--- src/rtl/pq_adc_distance_scan_defines.svh ---
// Assertion macros shared by the distance scan RTL.
// Used by files that assert; expects i_clk and i_rst_n in the including module.
`ifndef PQ_ADC_DISTANCE_SCAN_DEFINES_SVH
`define PQ_ADC_DISTANCE_SCAN_DEFINES_SVH

`ifndef SYNTH
// Check a property on every clock edge outside reset
`define PQADC_ASSERT(lbl, prop, msg) \
    lbl: assert property (@(posedge i_clk) disable iff (!i_rst_n) (prop)) else $error(msg);
// Check that a condition leads to a consequence on the next edge
`define PQADC_ASSERT_NEXT(lbl, ante, cons, msg) \
    lbl: assert property (@(posedge i_clk) disable iff (!i_rst_n) (ante) |=> (cons)) \
        else $error(msg);
`else
`define PQADC_ASSERT(lbl, prop, msg)
`define PQADC_ASSERT_NEXT(lbl, ante, cons, msg)
`endif

`endif

--- src/rtl/pqadc_pkg.sv ---
// Shared types and constants for the PQ asymmetric distance scan.
// No dependencies; imported by the lane, merge and top-level modules.
`timescale 1ns / 1ps

package pqadc_pkg;

    // Fixed field widths
    localparam int TABLE_DEPTH    = 16384;
    localparam int ADDR_W         = $clog2(TABLE_DEPTH);
    localparam int VALUE_W        = 32;
    localparam int WORD_W         = 64;
    localparam int SUM_W          = 40;
    localparam int NSUB_W         = 7;
    localparam int SLOT_W         = 8;
    localparam int BYTE_W         = 8;
    localparam int NIBBLE_W       = 4;
    localparam int APB_ADDR_W     = 3;
    localparam int APB_DATA_W     = 32;

    // Lane layout: one lane per nibble of a code word
    localparam int NUM_LANES      = WORD_W / NIBBLE_W;
    localparam int BYTES_PER_WORD = WORD_W / BYTE_W;
    localparam int NUM_PAIRS      = NUM_LANES / 2;

    // Parameter defaults
    localparam int MAX_SUBSPACES_DEF = 64;
    localparam int MAX_CENTROIDS_DEF = 256;
    localparam int ENTRY_BITS_DEF    = 32;

    // Register reset values
    localparam logic              MODE_RESET = 1'b1;
    localparam logic [NSUB_W-1:0] NSUB_RESET = NSUB_W'(8);

    typedef enum logic {
        OP_TABLE_WRITE = 1'b0,
        OP_CODE_WORD   = 1'b1
    } t_opcode;

    typedef enum logic {
        REG_CODE_BITS_MODE = 1'b0,
        REG_NUM_SUBSPACES  = 1'b1
    } t_reg_idx;

    // Control from the slot tracker to every lane
    typedef struct packed {
        logic              rd_en;
        logic              code_acc;
        logic              wr_en;
        logic [ADDR_W-1:0] wr_addr;
        logic              mode8;
        logic [SLOT_W-1:0] slot_base;
        logic [SLOT_W-1:0] slot_limit;
    } t_lane_ctl;

    // Per-word tag that travels with the lookups into the merge pipeline
    typedef struct packed {
        logic valid;
        logic last;
        logic short_code;
    } t_word_ctl;

endpackage

--- src/rtl/pqadc_merge.sv ---
// Merge stage: registered adder tree over the lanes, running sum, result register.
// Depends on pqadc_pkg and the assertion macro header.
`timescale 1ns / 1ps
`include "pq_adc_distance_scan_defines.svh"

module pqadc_merge #(
    parameter int ENTRY_BITS = pqadc_pkg::ENTRY_BITS_DEF
) (
    input  logic                                i_clk,
    input  logic                                i_rst_n,
    input  logic signed [ENTRY_BITS-1:0]        i_entry [pqadc_pkg::NUM_LANES],
    input  pqadc_pkg::t_word_ctl                i_ctl,
    output logic                                o_adv,
    output logic                                o_out_valid,
    input  logic                                i_out_ready,
    output logic signed [pqadc_pkg::SUM_W-1:0]  o_distance,
    output logic                                o_short_code
);
    import pqadc_pkg::*;

    localparam int GROUP_SIZE = 4;
    localparam int NUM_GROUPS = NUM_LANES / GROUP_SIZE;
    localparam int GRP_W      = ENTRY_BITS + $clog2(GROUP_SIZE);
    localparam int TREE_W     = ENTRY_BITS + $clog2(NUM_LANES);

    logic signed [GRP_W-1:0]  grp_sum [NUM_GROUPS];
    logic signed [GRP_W-1:0]  r_a_sum [NUM_GROUPS];
    t_word_ctl                r_a_ctl;
    logic signed [TREE_W-1:0] tree_sum;
    logic signed [TREE_W-1:0] r_b_sum;
    t_word_ctl                r_b_ctl;
    logic signed [SUM_W-1:0]  r_acc;
    logic signed [SUM_W-1:0]  n_total;
    logic                     load_result;
    logic                     r_out_valid;
    logic signed [SUM_W-1:0]  r_out_distance;
    logic                     r_out_short;

    // Stall only when a finished vector meets a result still waiting
    assign o_adv = !(r_out_valid && !i_out_ready && r_b_ctl.valid && r_b_ctl.last);

    // First tree level: sums of lane groups
    always_comb begin
        for (int g = 0; g < NUM_GROUPS; g++) begin
            grp_sum[g] = '0;
            for (int k = 0; k < GROUP_SIZE; k++) begin
                grp_sum[g] = grp_sum[g] + GRP_W'(i_entry[g * GROUP_SIZE + k]);
            end
        end
    end

    // Second tree level: word sum
    always_comb begin
        tree_sum = '0;
        for (int g = 0; g < NUM_GROUPS; g++) begin
            tree_sum = tree_sum + TREE_W'(r_a_sum[g]);
        end
    end

    always_ff @(posedge i_clk) begin
        if (o_adv) begin
            r_a_sum <= grp_sum;
            r_b_sum <= tree_sum;
        end
    end

    // Advance word tags alongside the sums
    always_ff @(posedge i_clk) begin
        if (!i_rst_n) begin
            r_a_ctl <= '0;
            r_b_ctl <= '0;
        end else if (o_adv) begin
            r_a_ctl <= i_ctl;
            r_b_ctl <= r_a_ctl;
        end
    end

    // Accumulate; the sum of at most 64 entries cannot leave the 40-bit range
    assign n_total     = r_acc + SUM_W'(r_b_sum);
    assign load_result = o_adv && r_b_ctl.valid && r_b_ctl.last;

    always_ff @(posedge i_clk) begin
        if (!i_rst_n) begin
            r_acc <= '0;
        end else if (o_adv && r_b_ctl.valid) begin
            r_acc <= r_b_ctl.last ? '0 : n_total;
        end
    end

    // Result register
    always_ff @(posedge i_clk) begin
        if (!i_rst_n) begin
            r_out_valid <= 1'b0;
        end else if (load_result) begin
            r_out_valid <= 1'b1;
        end else if (i_out_ready) begin
            r_out_valid <= 1'b0;
        end
    end

    always_ff @(posedge i_clk) begin
        if (load_result) begin
            r_out_distance <= n_total;
            r_out_short    <= r_b_ctl.short_code;
        end
    end

    assign o_out_valid  = r_out_valid;
    assign o_distance   = r_out_distance;
    assign o_short_code = r_out_short;

    `PQADC_ASSERT_NEXT(a_acc_clear, load_result, r_acc == '0, "running sum not cleared")
    `PQADC_ASSERT(a_no_overwrite, (r_out_valid && !i_out_ready) |-> !load_result, "held result overwritten")
    `PQADC_ASSERT(a_rise_src, $rose(r_out_valid) |-> $past(r_b_ctl.valid && r_b_ctl.last), "result without last word")

endmodule

--- config.mk ---
export PLATFORM = sky130hd
export DESIGN_NAME = pqadc_merge
export DESIGN_NICKNAME = d
export VERILOG_FILES = /design/src/rtl/pqadc_pkg.sv /design/src/rtl/pqadc_merge.sv
export VERILOG_INCLUDE_DIRS = /design/src /design/src/rtl
export SDC_FILE = /design/constraint.sdc
export NUM_CORES = 1
export LEC_CHECK = 0
export BUFFER_PORTS_ARGS = -buffer_cell sky130_fd_sc_hd__buf_4
export CAP_MARGIN = 20
export CORE_MARGIN = 2
export CORE_UTILIZATION = 55
export CTS_CLUSTER_DIAMETER = 200
export DETAILED_ROUTE_END_ITERATION = 10
export HOLD_SLACK_MARGIN = 0.1
export PLACE_DENSITY_LB_ADDON = 0.12
export SYNTH_ARGS = -nofsm -noshare
export SYNTH_HDL_FRONTEND = slang
export SYNTH_SLANG_ARGS = --single-unit
export TNS_END_PERCENT = 50
--- constraint.sdc ---
create_clock -name i_clk -period 6.2 [get_ports i_clk]
set_input_delay 0.31 -clock i_clk [delete_from_list [all_inputs] [get_ports i_clk]]
set_output_delay 0.31 -clock i_clk [all_outputs]
set_load 0.03 [all_outputs]
# After elaboration in Yosys (flattened, before gate mapping)
# Index checks and enable logic that the tools add are counted.
totals:
  in_bits: 518
  output_inout_bits: 43
  word_cells: 42
  ff_bits: 260
classes:
  n_addsub: 16
  n_reduce_logical: 8
  mux: 3
ops:
  columns: ["cell", "count"]
  rows:
  - ["33-bit by 32-bit adder with 34-bit output", 4]
  - ["34-bit by 32-bit adder with 34-bit output", 4]
  - ["32-bit by 32-bit adder with 33-bit output", 4]
  - ["40-bit by 36-bit adder with 40-bit output", 1]
  - ["40-bit 2-to-1 mux", 1]
  - ["35-bit by 34-bit adder with 36-bit output", 1]
  - ["36-bit by 34-bit adder with 36-bit output", 1]
  - ["34-bit by 34-bit adder with 35-bit output", 1]
  - ["1-bit logical AND", 5]
  - ["1-bit logical NOT", 2]
  - ["1-bit 2-to-1 mux", 2]
  - ["2-bit nonzero test", 1]

# Depth between registers and ports, before layout
# Gate-level depths: netlist (run 1).
depth:
  ltp_word: 8
  mapped_depth: 16
  depth_no_buf: 16

# Worst setup path after synthesis (run 1)
# OpenSTA, ideal clock, no wires.
synth_path:
  path_type: "reg-to-reg"
  from: "register r_out_valid (netlist: o_out_valid)"
  to: "register r_a_sum[0] in the netlist's numbering (enable)"
  n_path_buf: 1
  t_required_ns: 5.665
  t_arrival_ns: 4.452
  path_stages_with_launch: 5
  path_slack_ns: 1.213
  cell_sequence: "dfxtp_1 nor2b_1 and3_1 clkbuf_1 inv_1"
synth_between:
  elab_chain_len: 3
synth_lines:
  columns: ["element", "line_no", "rtl"]
  rows:
  - ["start: declaration", "pqadc_merge.sv:35", "logic r_out_valid;"]
  - ["start signal: assignment", "pqadc_merge.sv:93", "r_out_valid <= 1'b0;"]
  - ["start signal: assignment", "pqadc_merge.sv:95", "r_out_valid <= 1'b1;"]
  - ["start signal: assignment", "pqadc_merge.sv:97", "r_out_valid <= 1'b0;"]
  - ["1-bit logical AND (3 in series)", "pqadc_merge.sv:40", "assign o_adv = !(r_out_valid && !i_out_ready && r_b_ctl.valid && r_b_ctl.last);"]
  - ["end signal: assignment", "pqadc_merge.sv:62", "r_a_sum <= grp_sum;"]
  - ["end: declaration", "pqadc_merge.sv:27", "logic signed [GRP_W-1:0] r_a_sum [NUM_GROUPS];"]
# Every way passes these cells.
# A chain may end at the register's enable or synchronous reset.

# Worst setup path in the final report (run 1)
layout_path:
  from: "register r_a_sum[36] in the netlist's numbering"
  to: "register r_b_sum[34], data pin"
layout_between:
  elab_chain_len: 2
layout_lines:
  columns: ["element", "line_no", "rtl"]
  rows:
  - ["35-bit by 34-bit adder with 36-bit output", "pqadc_merge.sv:56", "tree_sum = tree_sum + TREE_W'(r_a_sum[g]);"]
  - ["36-bit by 34-bit adder with 36-bit output", "pqadc_merge.sv:56", null]
  - ["net tree_sum[34]", "pqadc_merge.sv:29", "logic signed [TREE_W-1:0] tree_sum;"]
  - ["end signal: assignment", "pqadc_merge.sv:63", "r_b_sum <= tree_sum;"]
  - ["end: declaration", "pqadc_merge.sv:30", "logic signed [TREE_W-1:0] r_b_sum;"]
# The timed path passes the listed nets, and every way through them passes these cells.

==> PnR_summary.wiki, run 1 <==
{| class="wikitable"
! Metric !! Value
|-
| Bufs on Longest Clock Path || 3
|-
| Drt initial violations || 1369
|-
| Share of post-route cells with drive strength above 1 || 18.4%
|-
| CTS Buf Count || 29
|-
| Register area share after synthesis || 26.9%
|-
| Power Dens Cells || 608 nW/um2
|-
| Max_cap viols || 0
|-
| Worst Clk Skew || 9.62 ps
|-
| Latest clock arrival within the worst-skew pair || 560 ps
|-
| Most frequent standard cell in the layout excluding fill and tap cells || sky130_fd_sc_hd__inv_1
|-
| Initial antenna violation count || 2
|-
| Setup slack of the worst register-to-register path || 1610 ps
|-
| Avg Cell Area, Syn || 9.72 um2
|-
| Launching point of the worst reg2reg path || r_a_sum[36]$_DFFE_PN_
|-
| Utilization of the core after routing || 67.8%
|-
| Hold Vio Cnt, Final || 0
|-
| Total GRT Usage || 28.2%
|-
| Antenna violation net count after detailed routing || 0
|-
| Number of enable flip-flop cells after synthesis || 213
|-
| Multi-input gate area || 16800 um2
|-
| Post-CTS sizing || 0
|-
| Peak Freq || 218 MHz
|-
| Area grow syn2layout || 21.8%
|-
| Pleak || 17.2 nW
|-
| Starting density of the core || 55.7%
|-
| Last weighted congestion value of the routability-driven placer || 0.971
|-
| Standard cell core area || 49000 um2
|-
| Crit path DAT || 4900 ps
|-
| Sequential standard cell area || 7340 um2
|-
| Start-to-end type of the worst setup path || register to register
|-
| Detailed Route WL || 71.5 mm
|-
| Overflow left after global routing || 0
|-
| Actual transition at the worst max-transition pin || 1220 ps
|-
| Via-to-Cell Ratio || 5.25
|-
| Post-route DRC violation count || 0
|-
| Detailed-route wire length per cell || 17.6 um
|-
| Synth Net Count || 3857
|-
| Root buffer cell || sky130_fd_sc_hd__clkbuf_16
|-
| First-pass DRT Iterations || 5
|-
| Clock tree from TritonCTS || built
|-
| Number of synthesis warnings || 0
|-
| Die Area || 51400 um2
|-
| Count of filler cells inserted in the layout || 3867
|-
| Final Setup Violations || 0
|-
| Vertical die dimension || 227 um
|-
| Number of cells produced by synthesis || 2803
|-
| Top fanout value on the critical path || 4
|-
| Worst min-delay path startpoint || i_rst_n
|-
| End point of the worst hold path || o_out_valid$_SDFFE_PN0P_
|-
| I/O Buffers || 560
|-
| Hold Path Class || input pin to register
|-
| Startpoint type of the worst setup path || register
|-
| Clk sinks || 260
|-
| Largest net degree at the start of global routing || 104
|-
| Setup crit end kind || register
|-
| Req. time, crit path || 6510 ps
|-
| Share of flip-flops with an asynchronous set or reset || 0%
|-
| Minimum clock period after layout || 4590 ps
|-
| Total half-perimeter wirelength after legalization and detailed placement || 61.3 mm
|-
| Horizontal extent of the die || 227 um
|-
| Period utilisation layout || 74.0%
|-
| Std cell rows || 81
|-
| First-pass GRT wire length || 113 mm
|-
| Clock transition time at the flip-flop clock pins of the worst setup and hold paths || 60 ps
|-
| Worst setup path startpoint || r_a_sum[36]$_DFFE_PN_
|-
| Flip-flop and latch count after synthesis || 260
|-
| Final net count || 4434
|-
| Number of top-level design ports || 561
|-
| Unique cell type count in the Yosys netlist || 66
|-
| Setup TNS Final || 0 ps
|-
| Setup repair after global routing missed its margin || false
|-
| Worst R2R End || r_b_sum[34]$_DFFE_PN_
|-
| Depth of the worst register-to-register path || 15
|-
| Worst hold path stage count || 2
|-
| DR vias || 21350
|-
| Number of global-route vias before repair || 22423
|-
| Run status || complete, no violations
|-
| Worst slew margin || 18.8%
|-
| H-tree lvl count || 1
|-
| Worst-case vdd ir drop || 0.000556 V
|-
| Dominant synthesized flop cell || sky130_fd_sc_hd__edfxtp_1
|-
| Most frequent cells in the layout || 799 x sky130_fd_sc_hd__inv_1, 562 x sky130_fd_sc_hd__buf_4, 330 x sky130_fd_sc_hd__fa_1
|-
| Final Max Tran Viols || 0
|-
| Syn Std Cell Area || 27300 um2
|}
[cells by family after synthesis]
group | after synthesis | synth area share, %
compound gates | 599 | 14.8
xor+xnor | 185 | 5.94
fa+ha+maj | 536 | 33.7
buf+inv | 825 | 11.4
flops | 260 | 26.9
mux | 3 | 0.110
simple gates | 395 | 7.20
[routing by layer]
metal | wire length [um] | global-route usage [%] | up-vias | part of all wire, %
li1 | - | - | 10207 | -
met1 | 30600 | 37.6 | 10333 | 43
met2 | 35400 | 49.3 | 709 | 49
met3 | 3900 | 2.95 | 99 | 5.4
met4 | 1660 | 6.90 | 2 | 2.3
met5 | 16 | 0 | - | 0.022
[state kept, by name, indices dropped and copies added, names as in the netlist]
signal	flops
r_b_sum	36
o_out_valid	1
r_a_sum	136
r_a_ctl	3
r_b_ctl	3
o_distance	40
o_short_code	1
r_acc	40
[report_power, final]
group	leakage [nW]	switching (mW)	internal, mW
Sequential	2.57	0.298	3.47
Combinational	14.2	8.42	6.42
Clock	0.418	0.703	0.869
Total	17.2	9.43	10.8
[cell type report]
| type | instances | share of cell area [%] |
|---|---|---|
| antenna | 1 | 0.00754 |
| clock buffer | 36 | 2.30 |
| clock inverter | 17 | 0.279 |
| inverter | 800 | 9.07 |
| multi-input combinational | 1718 | 50.7 |
| sequential | 260 | 22.1 |
| tap | 664 | 2.50 |
| timing repair buffer | 571 | 13.0 |
[worst max-delay path, cell delays in order (launching register included)]
cell and delay (ps):
sky130_fd_sc_hd__edfxtp_1 370, sky130_fd_sc_hd__inv_1 90, sky130_fd_sc_hd__fa_1 430, sky130_fd_sc_hd__fa_1 540, sky130_fd_sc_hd__inv_1 60, sky130_fd_sc_hd__ha_1 300
sky130_fd_sc_hd__a211oi_1 310, sky130_fd_sc_hd__o21bai_1 120, sky130_fd_sc_hd__a21oi_1 330, sky130_fd_sc_hd__o31ai_1 190, sky130_fd_sc_hd__a31oi_1 470, sky130_fd_sc_hd__o21ai_1 210
sky130_fd_sc_hd__a211o_1 320, sky130_fd_sc_hd__a21oi_1 300, sky130_fd_sc_hd__o211ai_1 120, sky130_fd_sc_hd__and4_1 170
[worst max path at each step]
stage | endpoint | cells past startpoint
after floorplan | r_a_sum[0]$_DFFE_PN_ | 4
after global placement | r_a_sum[65]$_DFFE_PN_ | 17
after detailed placement | r_a_sum[65]$_DFFE_PN_ | 17
after CTS | r_b_sum[34]$_DFFE_PN_ | 15
after global routing | r_b_sum[34]$_DFFE_PN_ | 15
final | r_b_sum[34]$_DFFE_PN_ | 15
[timing repair]
action                    4_1_cts  5_1_grt
hold endpoints to repair        8        0
buffers inserted                0        0
hold buffers                    8        0
[synthesized netlist by cell type, drive strengths merged (4+ instances only)]
cell type	number	area share (%)
a2111oi	4	0.13
a211o	9	0.29
a211oi	31	0.89
a21boi	10	0.28
a21o	104	2.9
a21oi	161	3.0
a221o	6	0.22
a221oi	6	0.22
a22o	18	0.58
a22oi	21	0.58
a31oi	13	0.32
and2	10	0.23
and3	31	0.71
and4	6	0.19
clkbuf	23	0.32
dfxtp	47	3.5
edfxtp	213	23
fa	330	24
ha	206	9.5
inv	800	11
nand2	74	1.0
nand2b	23	0.53
nand3	41	0.75
nand4	8	0.18
nor2	109	1.5
nor2b	44	1.0
nor3	26	0.48
nor3b	5	0.14
o211ai	17	0.47
o21a	40	1.1
o21ai	79	1.5
o21bai	35	0.96
o22ai	5	0.11
o31a	6	0.20
o31ai	9	0.25
or2	5	0.11
xnor2	130	4.2
xor2	55	1.8
[metrics by stage]
step	instances	area, um2	power (mW)	setup WS (ps)	hold WS, ps
floorplan	2803	27300	14.8	1210	408
global placement	4004	32200	18.0	1320	418
detailed placement	4004	32200	18.5	1260	427
CTS	4065	33200	20.2	1610	121
global route	4067	33200	22.1	1370	139
finish	4067	33200	20.2	1610	138
Note: power is estimated with default switching activity, not from simulation.
==> run 2: changes to the inputs <==
- CORE_UTILIZATION: 55 -> 52
- clock period: 6.2 -> 4.1 ns (I/O delays scaled with it)
==> PnR_summary.wiki, run 2 (synthesis gave the netlist of run 1 again) <==
{| class="wikitable"
! Metric !! Value
|-
| Overflow left after global routing || 0 (unchanged)
|-
| Std cell rows || 83 (+2.5%)
|-
| Net Sw Power || 15.0 mW (+59%)
|-
| Biggest register || r_a_sum
|-
| Hold Vio Cnt, Final || 0 (unchanged)
|-
| Setup slack of the worst register-to-register path || 160 ps (-1450 ps)
|-
| Peak Freq || 254 MHz (+16%)
|-
| Last weighted congestion value of the routability-driven placer || 0.952 (-2.0%)
|-
| H-tree lvl count || 1 (unchanged)
|-
| Non-filler cells, final || 4179 (+2.8%)
|-
| Post-Place Cells || 4104 (+2.5%)
|-
| Horizontal extent of the die || 233 um (+2.8%)
|-
| Via-to-Cell Ratio || 5.14 (-2.2%)
|-
| Top fanout value on the critical path || 7 (+3)
|-
| Detailed-route wire length per cell || 17.5 um (-0.61%)
|-
| Vertical die dimension || 233 um (+2.8%)
|-
| First-pass DRT Iterations || 5 (unchanged)
|-
| Standard cell core area || 51600 um2 (+5.4%)
|-
| Start-to-end type of the worst setup path || register to register
|-
| Root buffer cell || sky130_fd_sc_hd__clkbuf_16
|-
| Internal Dissipation || 17.9 mW (+67%)
|-
| Worst slew margin || 38.1% (+19 points)
|-
| Initial antenna violation count || 1 (-1)
|-
| Antenna violation net count after detailed routing || 0 (unchanged)
|-
| Latest clock arrival within the worst-skew pair || 580 ps (+20 ps)
|-
| Detailed Route WL || 73.1 mm (+2.1%)
|-
| Pleak || 17.7 nW (+3.2%)
|-
| Minimum hold slack || 130 ps (-7.49 ps)
|-
| Clk sinks || 260 (unchanged)
|-
| Hold Path Class || input pin to register
|-
| End point of the worst hold path || r_a_sum[102]$_DFFE_PN_
|-
| Worst-case vdd ir drop || 0.000913 V (+64%)
|-
| Final Setup Violations || 0 (unchanged)
|-
| Clock tree from TritonCTS || built
|-
| Area grow syn2layout || 25.5%
|-
| Part of the power in registers || 17.3% (-1.4 points)
|-
| Count of filler cells inserted in the layout || 4177 (+8.0%)
|-
| Max_cap viols || 0 (unchanged)
|-
| I/O Buffers || 560 (unchanged)
|-
| Worst hold path stage count || 3 (+1)
|-
| Number of global-route vias before repair || 22609 (+0.83%)
|-
| Final net count || 4529 (+2.1%)
|-
| Share of total power in combinational logic || 74.6% (+1.0 points)
|-
| Crit path DAT || 4260 ps (-640 ps)
|-
| Die Area || 54300 um2 (+5.7%)
|-
| Run status || complete, no violations
|-
| Share of total power consumed by net switching || 45.5% (-1.2 points)
|-
| Count of inserted antenna diode cells || 0 (-1)
|-
| Drt initial violations || 1171 (-14%)
|-
| Power Dens Cells || 963 nW/um2 (+58%)
|-
| Most frequent cells in the layout || 798 x sky130_fd_sc_hd__inv_1, 649 x sky130_fd_sc_hd__buf_4, 328 x sky130_fd_sc_hd__fa_1
|-
| Period utilisation layout || 96.2% (+22 points)
|-
| Minimum clock period after layout || 3940 ps (-647 ps)
|-
| Largest net degree at the start of global routing || 93 (-11%)
|-
| Setup crit end kind || register
|-
| Final Max Tran Viols || 0 (unchanged)
|-
| Depth of the worst register-to-register path || 15 (unchanged)
|-
| Utilization of the core after routing || 66.2% (-1.6 points)
|-
| DR vias || 21463 (+0.53%)
|-
| Max reg flops || 136 (unchanged)
|-
| Total GRT Usage || 27.1% (-1.1 points)
|-
| Most frequent standard cell in the layout excluding fill and tap cells || sky130_fd_sc_hd__inv_1
|-
| Startpoint type of the worst setup path || register
|-
| Clock transition time at the flip-flop clock pins of the worst setup and hold paths || 60 ps (about the same)
|-
| Total half-perimeter wirelength after legalization and detailed placement || 63.4 mm (+3.6%)
|-
| Worst min-delay path startpoint || i_entry[448]
|-
| Post-route DRC violation count || 0 (unchanged)
|-
| Starting density of the core || 52.8% (-2.9 points)
|-
| Number of top-level design ports || 561 (unchanged)
|-
| Req. time, crit path || 4420 ps (-2090 ps)
|-
| Worst Clk Skew || 26.7 ps (+17.1 ps)
|-
| Share of post-route cells with drive strength above 1 || 21.3% (+2.9 points)
|-
| Bufs on Longest Clock Path || 3 (unchanged)
|-
| CTS Buf Count || 30 (+3.4%)
|-
| Worst R2R End || r_b_sum[34]$_DFFE_PN_
|-
| Launching point of the worst reg2reg path || r_a_sum[49]$_DFFE_PN_
|-
| First-pass GRT wire length || 115 mm (+1.3%)
|-
| Clock network power share || 8.1% (+0.3 points)
|-
| Actual transition at the worst max-transition pin || 927 ps (-292 ps)
|}
## run 2: critical path, stage by stage, from the launching register on
cell and delay, ps:
sky130_fd_sc_hd__edfxtp_1 350, sky130_fd_sc_hd__inv_1 90, sky130_fd_sc_hd__fa_1 440, sky130_fd_sc_hd__fa_1 520
sky130_fd_sc_hd__inv_1 60, sky130_fd_sc_hd__ha_2 320, sky130_fd_sc_hd__a21o_1 170, sky130_fd_sc_hd__a21o_1 160
sky130_fd_sc_hd__a21oi_1 200, sky130_fd_sc_hd__nor2_1 70, sky130_fd_sc_hd__a211oi_1 270, sky130_fd_sc_hd__o21ai_1 160
sky130_fd_sc_hd__a211o_1 380, sky130_fd_sc_hd__a21oi_2 240, sky130_fd_sc_hd__o211ai_1 110, sky130_fd_sc_hd__and4_1 180
## run 2: through the flow
stage               power (mW)  cell area [um2]  setup TNS, ps  setup WS, ps
floorplan                 22.3            27300          -38.6         -38.6
global placement          28.4            32900          -4060          -332
detailed placement        28.9            32900          -5170          -421
CTS                       32.0            34100              0          5.41
global route              36.1            34200          -8.43         -8.43
finish                    32.9            34200              0           156
## run 2: layer usage
metal / vias to the layer above / global-route usage (%) / share of wire, %
met5: - / 0 / 0.014
met4: 2 / 6.67 / 2.4
met3: 103 / 3.37 / 5.2
met2: 646 / 48.1 / 50
met1: 10324 / 35.1 / 43
li1: 10388 / - / -
## run 2: final cells by class
| cell class | instances | area [um2] | area share [%] |
|---|---|---|---|
| repair buffers | 665 | 5060 | 14.8 |
| clock inverters | 23 | 191 | 0.560 |
| clock buffers | 33 | 793 | 2.32 |
| inverters | 800 | 3010 | 8.79 |
| well taps | 680 | 851 | 2.49 |
| multi-input cells | 1718 | 17000 | 49.6 |
| flip-flops and latches | 260 | 7340 | 21.5 |
## run 2: timing repair
action	CTS	global route
endpoints found under the hold margin	33	0
hold buffers	13	0
gates resized for setup	3	26
setup buffers	3	2
pin swaps	2	14
endpoints found under the setup margin	6	14
## run 2: worst max-delay path by stage
stage / start / endpoint
floorplan: i_entry[129] / r_a_sum[65]$_DFFE_PN_
global placement: i_entry[129] / r_a_sum[65]$_DFFE_PN_
detailed placement: i_entry[257] / r_a_sum[97]$_DFFE_PN_
CTS: r_a_sum[36]$_DFFE_PN_ / r_b_sum[32]$_DFFE_PN_
global route: r_a_sum[1]$_DFFE_PN_ / r_b_sum[35]$_DFFE_PN_
finish: r_a_sum[49]$_DFFE_PN_ / r_b_sum[34]$_DFFE_PN_
## run 2: power groups by stage
stage / combinational, mW / sequential [mW] / clock [mW]
4_1_cts: 23.6 / 5.71 / 2.72
6_report: 24.6 / 5.70 / 2.67
2_1_floorplan: 16.8 / 5.51 / 0
5_1_grt: 27.5 / 5.79 / 2.84
3_5_place_dp: 23.2 / 5.75 / 0
3_3_place_gp: 22.6 / 5.74 / 0
